===== config.mk =====
export PLATFORM = sky130hd
export DESIGN_NAME = bounded_priority_queue
export DESIGN_NICKNAME = d
export VERILOG_FILES = /design/src/bpq_pkg.sv /design/src/bpq_cell.sv /design/src/bounded_priority_queue.sv
export SDC_FILE = /design/constraint.sdc
export NUM_CORES = 2
export LEC_CHECK = 0
export ABC_AREA = 1
export ABC_CLOCK_PERIOD_IN_PS = 23900
export BUFFER_PORTS_ARGS = -buffer_cell sky130_fd_sc_hd__buf_4
export CORE_MARGIN = 3
export CORE_UTILIZATION = 35
export CTS_BUF_LIST = sky130_fd_sc_hd__clkbuf_8
export CTS_CLUSTER_SIZE = 14
export DETAILED_ROUTE_END_ITERATION = 6
export GPL_ROUTABILITY_DRIVEN = 0
export GPL_TIMING_DRIVEN = 0
export SETUP_SLACK_MARGIN = 0.05
export SYNTH_ARGS = -nofsm -noshare
export SYNTH_HDL_FRONTEND = slang
export SYNTH_SLANG_ARGS = --single-unit

===== constraint.sdc =====
create_clock -name clock -period 23.9 [get_ports clock]
set_input_delay 4.78 -clock clock [delete_from_list [all_inputs] [get_ports clock]]
set_output_delay 4.78 -clock clock [all_outputs]
set_load 0.02 [all_outputs]

===== src/bpq_pkg.sv =====
// ----------------------------------------------------------------------------
// Bounded priority queue package
// Command and status codes, register map and the control word that the
// top level broadcasts to every storage cell.
// ----------------------------------------------------------------------------
package bpq_pkg;

   // Command codes carried by a request word.
   typedef enum logic [1:0] {
      CMD_STATUS  = 2'd0,
      CMD_ENQUEUE = 2'd1,
      CMD_DEQUEUE = 2'd2
   } cmd_type;

   // Status codes carried by a response word.
   typedef enum logic [1:0] {
      ST_OK         = 2'd0,
      ST_FULL_DROP  = 2'd1,
      ST_EMPTY_DEQ  = 2'd2
   } status_type;

   // Register map: one register, selected by the word index of the address.
   localparam int CSR_ADDR_W = 3;
   localparam int CSR_DATA_W = 32;
   localparam logic REG_CAPACITY = 1'b0;
   localparam int CAP_W = 5;
   localparam logic [CAP_W-1:0] CAP_RESET = 5'd16;

   // Broadcast control for the cell chain.
   typedef struct packed {
      logic enq;   // insert the new entry in sorted position
      logic deq;   // shift every cell one place toward the head
   } ctrl_type;

endpackage


===== src/bpq_cell.sv =====
// ----------------------------------------------------------------------------
// Bounded priority queue storage cell
// Holds one value and priority pair and, on a broadcast command, keeps it,
// loads the new entry, or takes the pair of a neighbor.
// ----------------------------------------------------------------------------
module bpq_cell #(
   parameter int DATA_WIDTH = 32
) (
   input  logic                         clock,
   input  bpq_pkg::ctrl_type            ctrl,
   input  logic signed [DATA_WIDTH-1:0] new_value,
   input  logic signed [DATA_WIDTH-1:0] new_prio,
   input  logic                         occupied,
   input  logic                         prev_before,
   input  logic signed [DATA_WIDTH-1:0] prev_value,
   input  logic signed [DATA_WIDTH-1:0] prev_prio,
   input  logic signed [DATA_WIDTH-1:0] next_value,
   input  logic signed [DATA_WIDTH-1:0] next_prio,
   output logic                         ahead,
   output logic signed [DATA_WIDTH-1:0] slot_value,
   output logic signed [DATA_WIDTH-1:0] slot_prio
);

   logic signed [DATA_WIDTH-1:0] slot_value_ff, slot_value_in;
   logic signed [DATA_WIDTH-1:0] slot_prio_ff,  slot_prio_in;

   // The new entry belongs ahead of this cell when the cell is empty or holds
   // a strictly lower priority; equal priorities stay ahead of the new entry.
   assign ahead = !occupied || (slot_prio_ff < new_prio);

   always_comb begin
      slot_value_in = slot_value_ff;
      slot_prio_in  = slot_prio_ff;
      if (ctrl.enq) begin
         if (prev_before) begin
            slot_value_in = prev_value;
            slot_prio_in  = prev_prio;
         end else if (ahead) begin
            slot_value_in = new_value;
            slot_prio_in  = new_prio;
         end
      end else if (ctrl.deq) begin
         slot_value_in = next_value;
         slot_prio_in  = next_prio;
      end
   end

   always_ff @(posedge clock) begin
      slot_value_ff <= slot_value_in;
      slot_prio_ff  <= slot_prio_in;
   end

   assign slot_value = slot_value_ff;
   assign slot_prio  = slot_prio_ff;

endmodule


===== src/bounded_priority_queue.sv =====
// A response word is valid in the cycle after its request word is taken.
// Throughput: one request word per cycle while no stalled response holds the
// queue; every cell compares with the new priority at once: one shift step.
// Reset clears the entry count, the response valid and sets capacity to 16;
// slot contents are not cleared and are never read beyond the entry count.
// ----------------------------------------------------------------------------
// Bounded priority queue
// Sorted shift-register queue of value and priority pairs with enqueue,
// dequeue and status commands and a capacity register.
// ----------------------------------------------------------------------------
module bounded_priority_queue #(
   parameter int DEPTH      = 16,
   parameter int DATA_WIDTH = 32
) (
   input  logic                                clock,
   input  logic                                reset,
   // request channel
   input  logic                                req_valid,
   output logic                                req_stall,
   input  logic [1:0]                          req_command,
   input  logic signed [31:0]                  req_entry_value,
   input  logic signed [31:0]                  req_entry_priority,
   // response channel
   output logic                                rsp_valid,
   input  logic                                rsp_stall,
   output logic [1:0]                          rsp_status,
   output logic signed [31:0]                  rsp_head_value,
   output logic signed [31:0]                  rsp_head_priority,
   output logic [$clog2(DEPTH+1)-1:0]          rsp_occupancy,
   output logic                                rsp_is_empty,
   output logic                                rsp_is_full,
   // register port
   input  logic                                csr_psel,
   input  logic                                csr_penable,
   input  logic                                csr_pwrite,
   input  logic [bpq_pkg::CSR_ADDR_W-1:0]      csr_paddr,
   input  logic [bpq_pkg::CSR_DATA_W-1:0]      csr_pwdata,
   output logic [bpq_pkg::CSR_DATA_W-1:0]      csr_prdata,
   output logic                                csr_pready
);

   localparam int CW   = $clog2(DEPTH + 1);
   localparam int CMPW = (CW > bpq_pkg::CAP_W) ? CW : bpq_pkg::CAP_W;
   localparam int AIDX = bpq_pkg::CSR_ADDR_W - 1;

   logic [bpq_pkg::CAP_W-1:0] capacity_ff;
   logic [CW-1:0]             count_ff, count_in;
   logic                      rsp_valid_ff;
   bpq_pkg::status_type       status_ff, status_in;

   logic                      req_take;
   logic                      full;
   logic [CMPW-1:0]           cap_ext, eff_cap;
   bpq_pkg::ctrl_type         ctrl;

   logic signed [DATA_WIDTH-1:0] new_value, new_prio;
   logic signed [DATA_WIDTH-1:0] cell_value [DEPTH];
   logic signed [DATA_WIDTH-1:0] cell_prio  [DEPTH];
   logic [DEPTH-1:0]             cell_before;
   logic [DEPTH-1:0]             occupied;
   logic signed [63:0]           head_value_wide, head_prio_wide;

   // ---------------------------------------------------------------- registers
   assign csr_pready = 1'b1;

   always_comb begin
      csr_prdata = '0;
      if (csr_paddr[AIDX] == bpq_pkg::REG_CAPACITY) begin
         csr_prdata[bpq_pkg::CAP_W-1:0] = capacity_ff;
      end
   end

   always_ff @(posedge clock) begin
      if (reset) begin
         capacity_ff <= bpq_pkg::CAP_RESET;
      end else if (csr_psel && csr_penable && csr_pwrite && csr_pready &&
                   csr_paddr[AIDX] == bpq_pkg::REG_CAPACITY) begin
         capacity_ff <= csr_pwdata[bpq_pkg::CAP_W-1:0];
      end
   end

   // Capacity is clamped to the range one to DEPTH.
   assign cap_ext = CMPW'(capacity_ff);
   always_comb begin
      if (cap_ext == '0) begin
         eff_cap = CMPW'(1);
      end else if (cap_ext > CMPW'(DEPTH)) begin
         eff_cap = CMPW'(DEPTH);
      end else begin
         eff_cap = cap_ext;
      end
   end

   assign full = CMPW'(count_ff) >= eff_cap;

   // ---------------------------------------------------------------- control
   assign req_stall = rsp_valid_ff && rsp_stall;
   assign req_take  = req_valid && !req_stall;

   always_comb begin
      count_in  = count_ff;
      status_in = bpq_pkg::ST_OK;
      ctrl      = '0;
      if (req_take) begin
         case (req_command)
            bpq_pkg::CMD_ENQUEUE: begin
               if (full) begin
                  status_in = bpq_pkg::ST_FULL_DROP;
               end else begin
                  ctrl.enq = 1'b1;
                  count_in = count_ff + CW'(1);
               end
            end
            bpq_pkg::CMD_DEQUEUE: begin
               if (count_ff == '0) begin
                  status_in = bpq_pkg::ST_EMPTY_DEQ;
               end else begin
                  ctrl.deq = 1'b1;
                  count_in = count_ff - CW'(1);
               end
            end
            default: begin
               status_in = bpq_pkg::ST_OK;
            end
         endcase
      end
   end

   always_ff @(posedge clock) begin
      if (reset) begin
         count_ff     <= '0;
         rsp_valid_ff <= 1'b0;
         status_ff    <= bpq_pkg::ST_OK;
      end else begin
         count_ff <= count_in;
         if (req_take) begin
            rsp_valid_ff <= 1'b1;
            status_ff    <= status_in;
         end else if (!rsp_stall) begin
            rsp_valid_ff <= 1'b0;
         end
      end
   end

   // ---------------------------------------------------------------- cell chain
   assign new_value = DATA_WIDTH'(req_entry_value);
   assign new_prio  = DATA_WIDTH'(req_entry_priority);

   for (genvar i = 0; i < DEPTH; i++) begin : g_cell
      localparam logic [CW-1:0] IDX = CW'(i);
      logic signed [DATA_WIDTH-1:0] prev_value, prev_prio, next_value, next_prio;
      logic                         prev_before;

      assign occupied[i] = IDX < count_ff;

      if (i == 0) begin : g_head
         assign prev_before = 1'b0;
         assign prev_value  = new_value;
         assign prev_prio   = new_prio;
      end else begin : g_body
         assign prev_before = cell_before[i-1];
         assign prev_value  = cell_value[i-1];
         assign prev_prio   = cell_prio[i-1];
      end

      if (i == DEPTH - 1) begin : g_tail
         assign next_value = cell_value[i];
         assign next_prio  = cell_prio[i];
      end else begin : g_link
         assign next_value = cell_value[i+1];
         assign next_prio  = cell_prio[i+1];
      end

      bpq_cell #(
         .DATA_WIDTH (DATA_WIDTH)
      ) u_cell (
         .clock       (clock),
         .ctrl        (ctrl),
         .new_value   (new_value),
         .new_prio    (new_prio),
         .occupied    (occupied[i]),
         .prev_before (prev_before),
         .prev_value  (prev_value),
         .prev_prio   (prev_prio),
         .next_value  (next_value),
         .next_prio   (next_prio),
         .ahead       (cell_before[i]),
         .slot_value  (cell_value[i]),
         .slot_prio   (cell_prio[i])
      );
   end

   // ---------------------------------------------------------------- response
   // The queue state is frozen while a response word is stalled, so the head
   // and count can be shown straight from the chain.
   assign head_value_wide = 64'(cell_value[0]);
   assign head_prio_wide  = 64'(cell_prio[0]);

   assign rsp_valid         = rsp_valid_ff;
   assign rsp_status        = status_ff;
   assign rsp_occupancy     = count_ff;
   assign rsp_is_empty      = count_ff == '0;
   assign rsp_is_full       = full;
   assign rsp_head_value    = rsp_is_empty ? 32'sd0 : head_value_wide[31:0];
   assign rsp_head_priority = rsp_is_empty ? 32'sd0 : head_prio_wide[31:0];

   // ---------------------------------------------------------------- checks
   a_count_bound: assert property (@(posedge clock) disable iff (reset)
      CMPW'(count_ff) <= CMPW'(DEPTH))
      else $error("entry count exceeds depth");

   a_enq_grows: assert property (@(posedge clock) disable iff (reset)
      req_take && req_command == bpq_pkg::CMD_ENQUEUE && !full
      |=> count_ff == $past(count_ff) + CW'(1) && rsp_status == bpq_pkg::ST_OK)
      else $error("accepted enqueue did not add an entry");

   a_deq_shrinks: assert property (@(posedge clock) disable iff (reset)
      req_take && req_command == bpq_pkg::CMD_DEQUEUE && count_ff != '0
      |=> count_ff == $past(count_ff) - CW'(1))
      else $error("accepted dequeue did not remove an entry");

   a_empty_flag: assert property (@(posedge clock) disable iff (reset)
      rsp_valid_ff && status_ff == bpq_pkg::ST_EMPTY_DEQ |-> count_ff == '0)
      else $error("dequeue on empty reported with stored entries");

   a_head_order: assert property (@(posedge clock) disable iff (reset)
      count_ff >= CW'(2) |-> cell_prio[0] >= cell_prio[1])
      else $error("head entry is out of priority order");

endmodule


==> flow_summary_export.csv <==
group,metric,value,unit
pwr,p_per_area,62.8,nW/um^2
routing,postRouteAntennaNets,0,
finish,ff_latch_area,31000,um^2
yosys,yosys_warnings,0,
setup_path,end_kind,"primary output",
clock_tree,cts_tree,"done",
routing,drtIter0Drc,6136,
pwr,clkPwrFrac,0.305,
routing,first_pass_iters,7,
global_routing,grt_use_met3,0.0295,
clock_tree,cts_resized,0,
floorplanning,die-height,457,um
timing,tns,0,ps
timing,setup_viol,0,
finish,nNetsFinal,10300,
timing,finalCriticalPeriod,9950,ps
yosys,ys_ff_latch,1037,
hold_path,min_from,"g_cell[15].u_cell.slot_value[28]",
floorplanning,rows,165,
clock_tree,htree_levels,4,
yosys,synth.distinct_cells,38,
global_routing,grtUsageMet2,0.358,
setup_path,critPathLaunchType,"primary input",
finish,final_common_cell,"nand2_1",
setup_path,r2r-start,"rsp_occupancy[0]",
yosys,ys_seq_area_frac,0.435,
floorplanning,initial_core_util,0.352,
setup_path,crit_arrival,5170,ps
floorplanning,die_w,457,um
global_routing,grt-busiest-layer,"met2",
routing,vias,63600,
clock_tree,hold_buffers,0,
yosys,syn-instance-count,9336,
global_routing,antenna_found_initial,6,
timing,max_freq,0.101,GHz
status,outcome,"finished, violations left",
timing,timing_max_transition_violations_final,0,
timing,rsz0062_at_grt,"false",
flow_run,maxCapViolCount,0,
finish,drive_gt1_frac,0.0832,
routing,wirelength,235000,um
finish,mostFrequentLayoutCells,"3,342 x nand2_1, 1,288 x nand3_1, 1,225 x inv_1",
hold_path,hold_path_class,"flip-flop to flip-flop",
global_routing,grt.total_usage,0.218,
pwr,leakagePower,38.9,nW
clock_tree,clk_pin_slew,60,ps
floorplanning,io_pins,216,
yosys,postSynthAreaPerCell,7.64,um^2
finish,multiInputGateArea,32800,um^2
floorplanning,dieArea,209000,um^2
timing,relSlewSlack,0.0734,
pwr,sequentialPowerShare,0.461,
routing,drc,6,
pwr,power_switching_share,0.340,
clock_tree,cts_inserted_buffers,184,
timing,hold_ws,495,ps
routing,routedWlPerCell,18.7,um
global_routing,grt_overflow,0,
timing,final-hold-violation-count,0,
global_routing,grt_max_degree,65,
clock_tree,cts_root_buf,"clkbuf_8",
global_routing,use_met1,0.284,
timing,worst-slew-pin-transition,1390,ps
setup_path,startpoint,"rsp_stall",
pwr,irDropWorstVdd,48.1,uV
placement,hpwlAfterDp,189000,um
clock_tree,clkSinkCount,1037,
finish,areaGrowthSynthToFinish,11.9,%
placement,port_buffers,157,
global_routing,grt_pass1_vias,62700,
clock_tree,clockBufferDepth,3,
status,violations,"DRC",
setup_path,ff2ff_setup_slack,18900,ps
pwr,switching_power,1.70,mW
pwr,p_int,3.31,mW
timing,fin_skew,47.0,ps
clock_tree,clk_latency,970,ps
floorplanning,core_area,203000,um^2
timing,fin_crit_sh,0.416,
pwr,p_comb_frac,0.234,
yosys,synth_area,71300,um^2
routing,routed_via_density,5.07,
setup_path,cp_max_fo,2,
global_routing,grt_first_pass_wirelength,358000,um
clock_tree,cts_setup_buffers,0,
setup_path,required,19120,ps
setup_path,crit_type,"primary input to primary output",
finish,fillers,20900,
## state kept, by name, indices dropped and copies added, names as in the netlist
name / count
g_cell.u_cell.slot_prio: 512
cap_ext: 5
rsp_occupancy: 5
rsp_status: 2
g_cell.u_cell.slot_value: 512
rsp_valid: 1
## power groups by stage
stage,registers (mW),clock network [mW],logic (mW)
floorplan,2.33,0,0.783
global placement,2.37,0,1.10
detailed placement,2.35,0,1.16
CTS,2.31,1.56,1.16
global route,2.33,1.63,1.32
finish,2.31,1.53,1.17
## cell type report
cell class	instances	share of cell area
diodes	7	0.000219
flip-flops and latches	1037	0.388
inverters	1177	0.0554
multi-input cells	6463	0.411
well taps	2672	0.0419
clock inverters	135	0.00799
clock buffers	186	0.0321
repair buffers	181	0.0210
plain buffers	685	0.0419
## worst max-delay path, stage by stage
cell and delay, ps:
buf_4 110, nand2_1 90, inv_2 40, buf_4 150
## per-stage QoR
stage          utilization  power (mW)  std cells  setup slack (ps)  cell area, um^2
4_1_cts              0.394        5.03      12500             13950            79800
6_report             0.394        5.02      12500             13950            79900
2_1_floorplan            -        3.12       9362             11970            71400
3_3_place_gp         0.375        3.47      12200              7450            76000
3_5_place_dp         0.378        3.50      12200             13930            76600
5_1_grt              0.394        5.27      12500             13900            79900
## per-layer routing
metal  wire length, um  part of all wire  up-vias
met3             15200             0.065      538
met2            106000              0.45     2457
li1                  -                 -    31900
met5                14          0.000060        -
met4             12000             0.051        2
met1            102000              0.43    28700
## synthesized netlist by cell type
master	instances	area [um^2]
dfxtp_1	13	260
o21ai_0	176	881
buf_6	23	259
nor2_1	132	495
nand3_1	1288	6450
o21a_1	29	218
inv_2	7	26.3
buf_4	56	420
a31oi_1	11	68.8
xor2_1	1	8.76
o211ai_1	13	97.6
nor4_1	2	12.5
a22oi_1	1	7.51
nand4_1	609	3810
buf_1	23	86.3
clkbuf_2	3	15.0
a211oi_1	2	15.0
nor3b_1	2	15.0
nand2_1	3347	12600
edfxtp_1	1024	30700
and3_1	2	12.5
buf_2	280	1400
o21bai_1	1	7.51
nor2_2	1	6.26
o21ai_1	34	170
clkinv_1	1	3.75
o31ai_1	1	7.51
inv_1	1169	4390
nor3_1	11	55.1
a21o_1	2	15.0
clkbuf_1	300	1130
nor2_4	1	11.3
a21oi_1	257	1290
nand3b_1	1	7.51
a41oi_1	1	8.76
conb_1	2	7.51
ha_1	507	6340
nand3_2	3	30.0
## worst paths after layout
kind                                 endpoint  cells past startpoint
max                                 req_stall                      4
min reg2reg  g_cell[14].u_cell.slot_value[28]                      2
max reg2reg   g_cell[2].u_cell.slot_value[18]                     13
min          g_cell[14].u_cell.slot_value[28]                      2
## logic make-up after synthesis
group                      count (synthesis)  synth area share
AOI/OAI and AO/OA                        528            0.0390
buffers and inverters                   1862             0.108
and+or+nand+nor                         5399             0.329
xor gates and xnor gates                   1          0.000123
adders and majority gates                507            0.0889
other                                      2          0.000105
DFF                                     1037             0.435
(Power assumes the default switching activity.)
